===== src/hw/rtl/ptb_pkg.sv =====
// ----------------------------------------------------------------------------
// ptb_pkg
// Shared types and constants of the periodic timer bank.
// ----------------------------------------------------------------------------
package ptb_pkg;

  localparam int DEF_TIMER_SLOTS = 64;
  localparam int DEF_EVENT_SLOTS = 32;

  // field widths
  localparam int MODE_W   = 2;
  localparam int SLOT_W   = 6;
  localparam int SEC_W    = 32;
  localparam int TGT_W    = 9;
  localparam int CNT_W    = 7;
  localparam int PEND_W   = 32;
  localparam int CFG_W    = 7;
  localparam int CFG_IDX_W = 1;

  // stream words, padded to whole bytes
  localparam int IN_DATA_W  = 88;
  localparam int OUT_DATA_W = 48;

  typedef enum logic [MODE_W-1:0] {
    MODE_TICK  = 2'd0,
    MODE_LOAD  = 2'd1,
    MODE_CLEAR = 2'd2,
    MODE_NONE  = 2'd3
  } ptb_mode_e;

  typedef enum logic [CFG_IDX_W-1:0] {
    CFG_ACTIVE_TIMERS = 1'd0,
    CFG_EVENT_COUNT   = 1'd1
  } ptb_cfg_e;

  typedef enum logic [1:0] {
    ST_CLEAR,
    ST_IDLE,
    ST_SWEEP,
    ST_DONE
  } ptb_state_e;

  typedef struct packed {
    logic [SEC_W-1:0] remaining;
    logic [SEC_W-1:0] period;
    logic [TGT_W-1:0] target;
  } timer_entry_t;

endpackage


===== src/hw/rtl/periodic_timer_bank.sv =====
// ----------------------------------------------------------------------------
// periodic_timer_bank
// Bank of one-second down-counting timers with reload and event flags.
// ----------------------------------------------------------------------------
// After reset the block sweeps the entry memory once, zeroing one entry per
// cycle, so s_axis_tready_o stays low until every entry is cleared. A tick
// word then sweeps the first min(active_timers, TIMER_SLOTS) entries before
// the input is free again. Every swept entry is read from the entry memory;
// a nonzero one is then decremented or reloaded and written back in the
// cycle after its read, one entry per cycle. A load, a flag clear or an
// unused mode goes straight from idle to the done state. The result word
// sits in an output register, so the next word is taken while a result still
// waits to be read. A finished word whose result cannot yet move to that
// register holds the block until the register is read.
module periodic_timer_bank #(
  parameter int TIMER_SLOTS = ptb_pkg::DEF_TIMER_SLOTS,
  parameter int EVENT_SLOTS = ptb_pkg::DEF_EVENT_SLOTS
) (
  input  logic                             clk_i,
  input  logic                             rst_ni,
  // configuration write port
  input  logic                             cfg_we_i,
  input  logic [ptb_pkg::CFG_IDX_W-1:0]    cfg_idx_i,
  input  logic [ptb_pkg::CFG_W-1:0]        cfg_wdata_i,
  // input words
  input  logic                             s_axis_tvalid_i,
  output logic                             s_axis_tready_o,
  // mode, slot, start_seconds, period_seconds, target_event, zero pad
  input  logic [ptb_pkg::IN_DATA_W-1:0]    s_axis_tdata_i,
  // result words
  output logic                             m_axis_tvalid_o,
  input  logic                             m_axis_tready_i,
  // expired_count, bad_target_count, pending_events, zero pad
  output logic [ptb_pkg::OUT_DATA_W-1:0]   m_axis_tdata_o
);
  import ptb_pkg::*;

  localparam int AW = (TIMER_SLOTS > 1) ? $clog2(TIMER_SLOTS) : 1;
  localparam int SW = AW + 1;
  localparam int EW = (EVENT_SLOTS > 1) ? $clog2(EVENT_SLOTS) : 1;

  // input fields
  ptb_mode_e          in_mode;
  logic [SLOT_W-1:0]  in_slot;
  timer_entry_t       in_entry;

  assign in_mode            = ptb_mode_e'(s_axis_tdata_i[1:0]);
  assign in_slot            = s_axis_tdata_i[7:2];
  assign in_entry.remaining = s_axis_tdata_i[39:8];
  assign in_entry.period    = s_axis_tdata_i[71:40];
  assign in_entry.target    = s_axis_tdata_i[80:72];

  // configuration
  logic [CFG_W-1:0] act_q;
  logic [5:0]       evc_q;

  always_ff @(posedge clk_i or negedge rst_ni) begin
    if (!rst_ni) begin
      act_q <= '0;
      evc_q <= '0;
    end else if (cfg_we_i) begin
      unique case (ptb_cfg_e'(cfg_idx_i))
        CFG_ACTIVE_TIMERS: act_q <= cfg_wdata_i;
        CFG_EVENT_COUNT:   evc_q <= cfg_wdata_i[5:0];
        default: ;
      endcase
    end
  end

  logic [SW-1:0] sweep_len;

  always_comb begin
    if (32'(act_q) > 32'(TIMER_SLOTS)) begin
      sweep_len = SW'(TIMER_SLOTS);
    end else begin
      sweep_len = SW'(act_q);
    end
  end

  // entry memory
  timer_entry_t timer_mem [TIMER_SLOTS];
  timer_entry_t rd_data_q;
  logic         rd_en;
  logic [AW-1:0] rd_addr;
  logic         mem_we;
  logic [AW-1:0] mem_waddr;
  timer_entry_t mem_wdata;

  always_ff @(posedge clk_i) begin
    if (mem_we) begin
      timer_mem[mem_waddr] <= mem_wdata;
    end
  end

  always_ff @(posedge clk_i) begin
    if (rd_en) begin
      rd_data_q <= timer_mem[rd_addr];
    end
  end

  // control state
  ptb_state_e           state_q, state_d;
  logic [SW-1:0]        idx_q, idx_d;
  logic                 rd_vld_q, rd_vld_d;
  logic [AW-1:0]        proc_addr_q;
  logic [CNT_W-1:0]     cnt_exp_q, cnt_exp_d;
  logic [CNT_W-1:0]     cnt_bad_q, cnt_bad_d;
  logic [EVENT_SLOTS-1:0] flags_q, flags_d;
  logic                 push;

  // output register
  logic                 out_vld_q;
  logic [CNT_W-1:0]     out_exp_q;
  logic [CNT_W-1:0]     out_bad_q;
  logic [PEND_W-1:0]    out_pend_q;
  logic [63:0]          flags_ext;

  assign flags_ext = 64'(flags_q);

  // expiry decode of the entry read last cycle
  logic [SEC_W-1:0] rem_dec;
  logic             tgt_ok;

  assign rem_dec = rd_data_q.remaining - 1'b1;
  assign tgt_ok  = !rd_data_q.target[TGT_W-1]
                && (32'(rd_data_q.target[TGT_W-2:0]) < 32'(evc_q))
                && (32'(rd_data_q.target[TGT_W-2:0]) < 32'(EVENT_SLOTS));

  always_comb begin
    state_d         = state_q;
    idx_d           = idx_q;
    rd_vld_d        = 1'b0;
    cnt_exp_d       = cnt_exp_q;
    cnt_bad_d       = cnt_bad_q;
    flags_d         = flags_q;
    mem_we          = 1'b0;
    mem_waddr       = proc_addr_q;
    mem_wdata       = rd_data_q;
    rd_en           = 1'b0;
    rd_addr         = idx_q[AW-1:0];
    push            = 1'b0;
    s_axis_tready_o = 1'b0;

    // write-back stage of the sweep
    if (rd_vld_q && (rd_data_q.remaining != '0)) begin
      mem_we = 1'b1;
      if (rem_dec == '0) begin
        mem_wdata.remaining = rd_data_q.period;
        cnt_exp_d = cnt_exp_q + 1'b1;
        if (tgt_ok) begin
          flags_d[rd_data_q.target[EW-1:0]] = 1'b1;
        end else begin
          cnt_bad_d = cnt_bad_q + 1'b1;
        end
      end else begin
        mem_wdata.remaining = rem_dec;
      end
    end

    unique case (state_q)
      ST_CLEAR: begin
        mem_we    = 1'b1;
        mem_waddr = idx_q[AW-1:0];
        mem_wdata = '0;
        if (idx_q == SW'(TIMER_SLOTS - 1)) begin
          idx_d   = '0;
          state_d = ST_IDLE;
        end else begin
          idx_d = idx_q + 1'b1;
        end
      end
      ST_IDLE: begin
        s_axis_tready_o = 1'b1;
        if (s_axis_tvalid_i) begin
          cnt_exp_d = '0;
          cnt_bad_d = '0;
          state_d   = ST_DONE;
          unique case (in_mode)
            MODE_TICK: begin
              idx_d   = '0;
              state_d = ST_SWEEP;
            end
            MODE_LOAD: begin
              if (32'(in_slot) < 32'(TIMER_SLOTS)) begin
                mem_we    = 1'b1;
                mem_waddr = AW'(in_slot);
                mem_wdata = in_entry;
              end
            end
            MODE_CLEAR: begin
              if (32'(in_slot) < 32'(EVENT_SLOTS)) begin
                flags_d[in_slot[EW-1:0]] = 1'b0;
              end
            end
            MODE_NONE: ;
            default: ;
          endcase
        end
      end
      ST_SWEEP: begin
        if (idx_q < sweep_len) begin
          rd_en    = 1'b1;
          rd_vld_d = 1'b1;
          idx_d    = idx_q + 1'b1;
        end else if (!rd_vld_q) begin
          state_d = ST_DONE;
        end
      end
      ST_DONE: begin
        if (!out_vld_q || m_axis_tready_i) begin
          push    = 1'b1;
          state_d = ST_IDLE;
        end
      end
      default: state_d = ST_IDLE;
    endcase
  end

  always_ff @(posedge clk_i or negedge rst_ni) begin
    if (!rst_ni) begin
      state_q   <= ST_CLEAR;
      idx_q     <= '0;
      rd_vld_q  <= 1'b0;
      cnt_exp_q <= '0;
      cnt_bad_q <= '0;
      flags_q   <= '0;
      out_vld_q <= 1'b0;
    end else begin
      state_q   <= state_d;
      idx_q     <= idx_d;
      rd_vld_q  <= rd_vld_d;
      cnt_exp_q <= cnt_exp_d;
      cnt_bad_q <= cnt_bad_d;
      flags_q   <= flags_d;
      if (push) begin
        out_vld_q <= 1'b1;
      end else if (m_axis_tready_i) begin
        out_vld_q <= 1'b0;
      end
    end
  end

  always_ff @(posedge clk_i) begin
    if (rd_en) begin
      proc_addr_q <= rd_addr;
    end
    if (push) begin
      out_exp_q  <= cnt_exp_q;
      out_bad_q  <= cnt_bad_q;
      out_pend_q <= flags_ext[PEND_W-1:0];
    end
  end

  assign m_axis_tvalid_o = out_vld_q;
  assign m_axis_tdata_o  = {2'b00, out_pend_q, out_bad_q, out_exp_q};

  // the sweep never reads the entry it is writing back
  a_no_rw_collision : assert property (@(posedge clk_i) disable iff (!rst_ni)
    (mem_we && rd_en) |-> (mem_waddr != rd_addr))
    else $error("entry memory read and write hit the same entry");

  a_bad_le_expired : assert property (@(posedge clk_i) disable iff (!rst_ni)
    cnt_bad_q <= cnt_exp_q)
    else $error("bad target count exceeds expiry count");

  a_idle_pipe_empty : assert property (@(posedge clk_i) disable iff (!rst_ni)
    (state_q == ST_IDLE) |-> !rd_vld_q)
    else $error("sweep stage busy while idle");

  a_push_fills_out : assert property (@(posedge clk_i) disable iff (!rst_ni)
    push |=> out_vld_q)
    else $error("finished result not presented");

endmodule

===== config.mk =====
export PLATFORM = sky130hd
export DESIGN_NAME = periodic_timer_bank
export DESIGN_NICKNAME = d
export VERILOG_FILES = /design/src/hw/rtl/ptb_pkg.sv /design/src/hw/rtl/periodic_timer_bank.sv
export SDC_FILE = /design/constraint.sdc
export NUM_CORES = 2
export LEC_CHECK = 0
export BUFFER_PORTS_ARGS = -buffer_cell sky130_fd_sc_hd__buf_2
export CORE_MARGIN = 2
export CORE_UTILIZATION = 50
export CTS_CLUSTER_DIAMETER = 40
export DETAILED_ROUTE_END_ITERATION = 7
export GPL_TIMING_DRIVEN = 1
export PLACE_DENSITY = 0.68
export SETUP_SLACK_MARGIN = 0.4
export SYNTH_ARGS = -nofsm -noshare
export SYNTH_HDL_FRONTEND = slang
export SYNTH_MEMORY_MAX_BITS = 65536
export SYNTH_SLANG_ARGS = --single-unit

===== constraint.sdc =====
create_clock -name clk_i -period 13.25 [get_ports clk_i]
set_clock_uncertainty 0.05 [all_clocks]
set_input_delay 0 -clock clk_i [delete_from_list [all_inputs] [get_ports clk_i]]
set_output_delay 0 -clock clk_i [all_outputs]
set_load 0.1 [all_outputs]

# == Word-level counts from Yosys, hierarchy flattened ==
# Memories as Yosys holds them, arrays and structs flattened. A register that Yosys moved wholly into a read port is not among the register bits.
# Cells that the tools add are included.
# word_totals
reg_bits,122
latch_bits,0
ramBits,4672
romBits,0
in_bits,101
output_inout_bits,50
word_cells,116
mem_count,1
# memory_table
memory,depth,width,read_ports,rd_clocked_by_memory_dff,write_ports,line_no,text
timer_mem,64,73,1,1,1,periodic_timer_bank.sv:81,timer_entry_t timer_mem [TIMER_SLOTS];
# op_classes
n_addsub,4
n_mul,0
n_div,0
magnitude_cmp,9
n_eq_ne,13
shift,0
n_mux,54
n_bitwise,4
n_reduce_logical,18
# ops
op,n
32-bit 2-to-1 mux,9
73-bit 2-to-1 mux,2
73-bit one-hot mux with 2 select lines,1
7-bit 2-to-1 mux,14
32-bit bitwise AND,1
32-bit logical NOT,1
32-bit NOT,1
32-bit OR,1
32-bit nonzero test,1
32-bit by 1-bit subtractor with 32-bit output (second input constant),1
7-bit by 1-bit adder with 7-bit output (second input constant),3
7-bit one-hot mux with 3 select lines,1
1-bit 2-to-1 mux,15
5-bit by 6-bit less-than comparator with 1-bit output (second input constant),2
6-bit 2-to-1 mux,2
2-bit != test (second input constant),6
6-bit one-hot mux with 2 select lines,1
1-bit demux with 5-bit select,2
5-bit by 1-bit greater-or-equal comparator with 1-bit output (second input constant),2
2-bit 2-to-1 mux,5
8-bit by 6-bit less-than comparator with 1-bit output,1
8-bit by 6-bit less-than comparator with 1-bit output (second input constant),1
2-bit one-hot mux with 4 select lines,1
7-bit by 6-bit == test with 1-bit output (second input constant),1
17 further kinds,27

# == Logic depth before layout (Yosys ltp) ==
# depth
depth_word,13
depth_mapped,13
ltp_nobuf,10

# == Worst setup path before layout ==
# OpenSTA, ideal clock, no wires.
# synth_path
path_kind,register to register
startpoint,"register, netlist name rd_data_q[41]"
endpoint,"memory timer_mem[0][47] (netlist name), data pin"
setup_ps,906
arrival_ps,6320
t_required_ps,12294
path_slack_ps,5974
stages_incl_launch_ff,12
path_buffers,1
synth_period_minus_slack_ps,7276
cell_sequence,edfxtp_1 -> inv_1 -> ha_1 -> or3b_1 -> buf_2 -> o32a_1 -> o32ai_2 -> nand2_2 -> a2111o_1 -> nor2_1 -> a211oi_1 -> o41ai_1
# synth_lines
item,line_no
end: declaration,periodic_timer_bank.sv:81

# == Worst setup path in the final report ==
# layout_path
startpoint,register state_q[1]
endpoint,memory timer_mem[54][51] (netlist name) (enable)
# layout_between
elab_chain_cells,4
word_cells_on_any_way,6
cone_classes,eq/ne: 1; mux: 4; reduce/logical: 1
# layout_lines
item,line_no,text
start: declaration,periodic_timer_bank.sv:102,"ptb_state_e state_q, state_d;"
start signal: assignment,periodic_timer_bank.sv:229,state_q <= state_d;
2-bit by 1-bit == test with 1-bit output or 2-bit logical NOT (tied branches),periodic_timer_bank.sv:160,unique case (state_q)
1-bit one-hot mux with 2 select lines,periodic_timer_bank.sv:160,
1-bit 2-to-1 mux,periodic_timer_bank.sv:90,if (mem_we) begin
1-bit 2-to-1 mux (not written as such),periodic_timer_bank.sv:91,timer_mem[mem_waddr] <= mem_wdata;
# Several ways; a longest one is shown, not always the timed one.

==> impl_results.md <==
- Outcome: finished, violations left
- Failing checks: DRC
- Area occupied by multi-input gates: about 40000 um2
- Final core utilization: 57.7%
- PortBufs: around 140
- Remaining global-route overflow: 0
- Largest net degree at the start of global routing: roughly 150
- Fin crit period: ~7.0 ns
- Worst-Margin Slew: 1.26 ns
- Vias in the first global route: ~91000
- Main area contributors after synthesis: edfxtp_1, mux4_2, dfrtp_1
- Register area share after synthesis: between 70% and 80%
- CTS Buf Count: 548
- Post-synth EDFFs: 4797
- Slew headroom: roughly 16%
- Row Count: between 200 and 250
- Biggest cell delay along the critical path: 1.02 ns
- Max-cap violations: 0
- Buf+Inv Stages, Crit Path: 4
- Syn Inst Count: roughly 7700
- Max FO, Critical Path: 36
- Crit-path leading delay family: simple AND/OR/NAND/NOR gates
- Static Leak: around 57 nW
- WP data required: approximately 14 ns
- Vias per cell: roughly 6.6
- Leading area contributor after synthesis: edfxtp_1
- DP HPWL: between 200000 and 300000 um
- Synth top area share: 77.0%
- Crit. Startpoint: state_q[1]
- Main flop type after synthesis: edfxtp_1
- Final WL: ~500000 um
- Layout cell share with drive strength beyond 1: roughly a third
- Setup CP Type: register to register
- Synth Cell Area: about 190000 um2
- Crit path top cell by count: buf_4
- Io pins: roughly 150
- Clk slew on worst S/H paths: 0.06 ns
- Iteration-0 DRC Markers: around 14000
- Initial Utilization: around half
- Setup violations, final: 0
- Post-route ant nets: 0
- Unrepaired setup endpoints after global routing: no
- VDD IR-drop max: 0.000137 V
- Register area: 146000 um2
- Reg2reg path depth: 12
- Mean area per synthesized cell: about 24 um2
- Worst min path class: input port to register
- CP cell instances: inv_1 > ha_2 > and2_1 > nand2_4 > buf_4 > nand2_1 > nand2_1 > a21o_1 > nand3b_1 > nor2_4 > buf_4 > buf_4
- Root Buffer: clkbuf_16
- # clock sinks: between 4000 and 5000
- CP Launch Type: register
- Critical Path Sink Type: register
- Max stage delay cell, worst path: nor2_4
- Clock Latency Late Sink: about 1.1 ns
- Die H: between 600 and 700 um
- Syn-to-layout area delta: 14.9%
- Final Hold Fails: 0
- WP depth: 12
- Post-route setup TNS: 0 ns
- Critical Path AT: between 7 and 8 ns
- Max Fclk: about 140 MHz
- Distinct cells, synth: 84
- Initial antenna violation count: 15
- Avg WL per Cell: around 37 um
- Hold Crit Depth: 4
- Total power density per cell area: 149 nW/um2
- Min-Delay Startpoint: s_axis_tdata_i[5]
- First-pass GRT wire length: 706000 um
- Gates resized, CTS repair: 0
- Synth async-reset ratio: roughly 1.4%
- Max clock buf depth: 4
- Core Area: 372000 um2
- CTS tree: done
- Die area: around 380000 um2
- GRT Resource Usage Total: 26.6%
- #FFs+latches synth: just under 5000
- Final Max Tran Viols: 0
- Routability cong.: a little over 0.9
- Final net count: around 8500
- Chip Width: a little over 600 um
- Vias: just over 90000
- FF-to-FF Start: state_q[1]
- Yosys warns: 0
- # H-tree levels: 6
- Fillers: ~26000
- Period utilisation layout: a little over half
- Pre-Repair DR Iteration Count: 8
- DRC: 2
-- through the flow --
| step | hold WS [ns] | power, mW | instances | instance area, um2 | setup slack, ns |
|---|---|---|---|---|---|
| global placement | 0.205 | 17.1 | 12700 | 195000 | 6.58 |
| CTS | 0.00161 | 32.2 | 13800 | 215000 | 6.44 |
| detailed placement | 0.216 | 17.1 | 12700 | 195000 | 6.48 |
| global route | 0.0873 | 32.8 | 13800 | 215000 | 6.18 |
| finish | 0.0858 | 32.0 | 13800 | 215000 | 6.21 |
| floorplan | -0.346 | 17.0 | 7729 | 187000 | 5.97 |
-- cell families (layout without fill, tap and decap cells) --
family          after synthesis  after routing  synth area share (%)
simple gates                577            577                  1.51
buf+inv                     440           1547                 0.898
xor+xnor                     15             15                0.0702
mux                        1551           1551                  18.5
flops                      4867           4867                  77.9
other cells                   1             11               0.00200
fa+ha+maj                    22             22                 0.147
compound gates              255            255                 0.934
-- flip-flops by register name, summed over array words and instances, names as in the netlist --
name,count
flags_q,32
evc_q,6
state_q,2
timer_mem,4672
out_exp_q,7
out_pend_q,32
cnt_exp_q,7
m_axis_tvalid_o,1
rd_vld_q,1
proc_addr_q,6
idx_q,7
rd_data_q,73
out_bad_q,7
cnt_bad_q,7
act_q,7
-- cells in the final DEF, fill, tap and decap left out, drive strengths merged, types with 15 or more instances in the layout --
cell / count
a21oi: 62
nand3: 82
nor4: 41
inv: 96
or3: 16
buf: 415
edfxtp: 4797
a31oi: 29
nand2: 187
clkbuf: 633
dfrtp: 70
mux4: 1533
ha: 22
o22a: 16
clkinvlp: 35
bufinv: 54
a21o: 16
nor2: 121
nor3: 30
dlygate4sd3: 118
o21ai: 38
clkinv: 196
a211oi: 15
-- layer usage --
layer / vias to the layer above / wire [um] / global-route usage, %
met1: 49600 / 184000 / 36.2
met2: 6123 / 246000 / 42.5
met4: 2 / 24600 / 11.2
met5: - / 17 / 0
li1: 35000 / - / -
met3: 1041 / 54100 / 5.22
-- Yosys cell counts, drive strengths merged, types with 30 or more instances --
master and number:
nor4 41, buf 133, nand3 82, mux4 1533, edfxtp 4797, a21oi 62, clkbuf 286, nor2 121
nand2 187, o21ai 38, dfrtp 70, nor3 30
-- worst paths after layout --
path | end | slack, ns
min reg2reg | out_pend_q[28] | 0.39
max | timer_mem[54][51] | 6.21
min | flags_q[26] | 0.09
max in group asynchronous | idx_q[4] | 12.26
max reg2reg | timer_mem[54][51] | 6.21
min in group asynchronous | flags_q[31] | 0.23
-- layout make-up --
| class | count | share of cell area, % |
|---|---|---|
| Multi-Input combinational cell | 2422 | 18.8 |
| Inverter | 21 | 0.0436 |
| Clock inverter | 360 | 1.89 |
| Timing Repair Buffer | 533 | 1.89 |
| Clock buffer | 633 | 6.63 |
| Sequential cell | 4867 | 67.8 |
| Antenna cell | 9 | 0.0105 |
| Tap cell | 4972 | 2.89 |
-- worst register-to-register path, stage by stage (launching register included) --
cell      delay, ns
dfrtp_1        0.43
inv_1          0.11
ha_2           0.72
and2_1         0.82
nand2_4        0.48
buf_4          0.46
nand2_1        0.13
nand2_1        0.07
a21o_1         0.23
nand3b_1       0.66
nor2_4         1.03
buf_4          0.56
buf_4          0.80
-- timing repair --
action / 4_1_cts / 5_1_grt
hold buffers: 117 / 1
setup endpoints to repair: 0 / 0
endpoints found under the hold margin: 3655 / 26
buffers inserted: 0 / 0
-- report_power, final --
part	internal (mW)	switching (mW)	total, mW	leakage (nW)
Sequential	16.7	0.00300	16.7	34.6
Clock	8.93	6.35	15.3	8.87
Combinational	0.0456	0.0585	0.104	13.0
Total	25.6	6.42	32.0	56.5
Power figures use the tool's default switching activity.
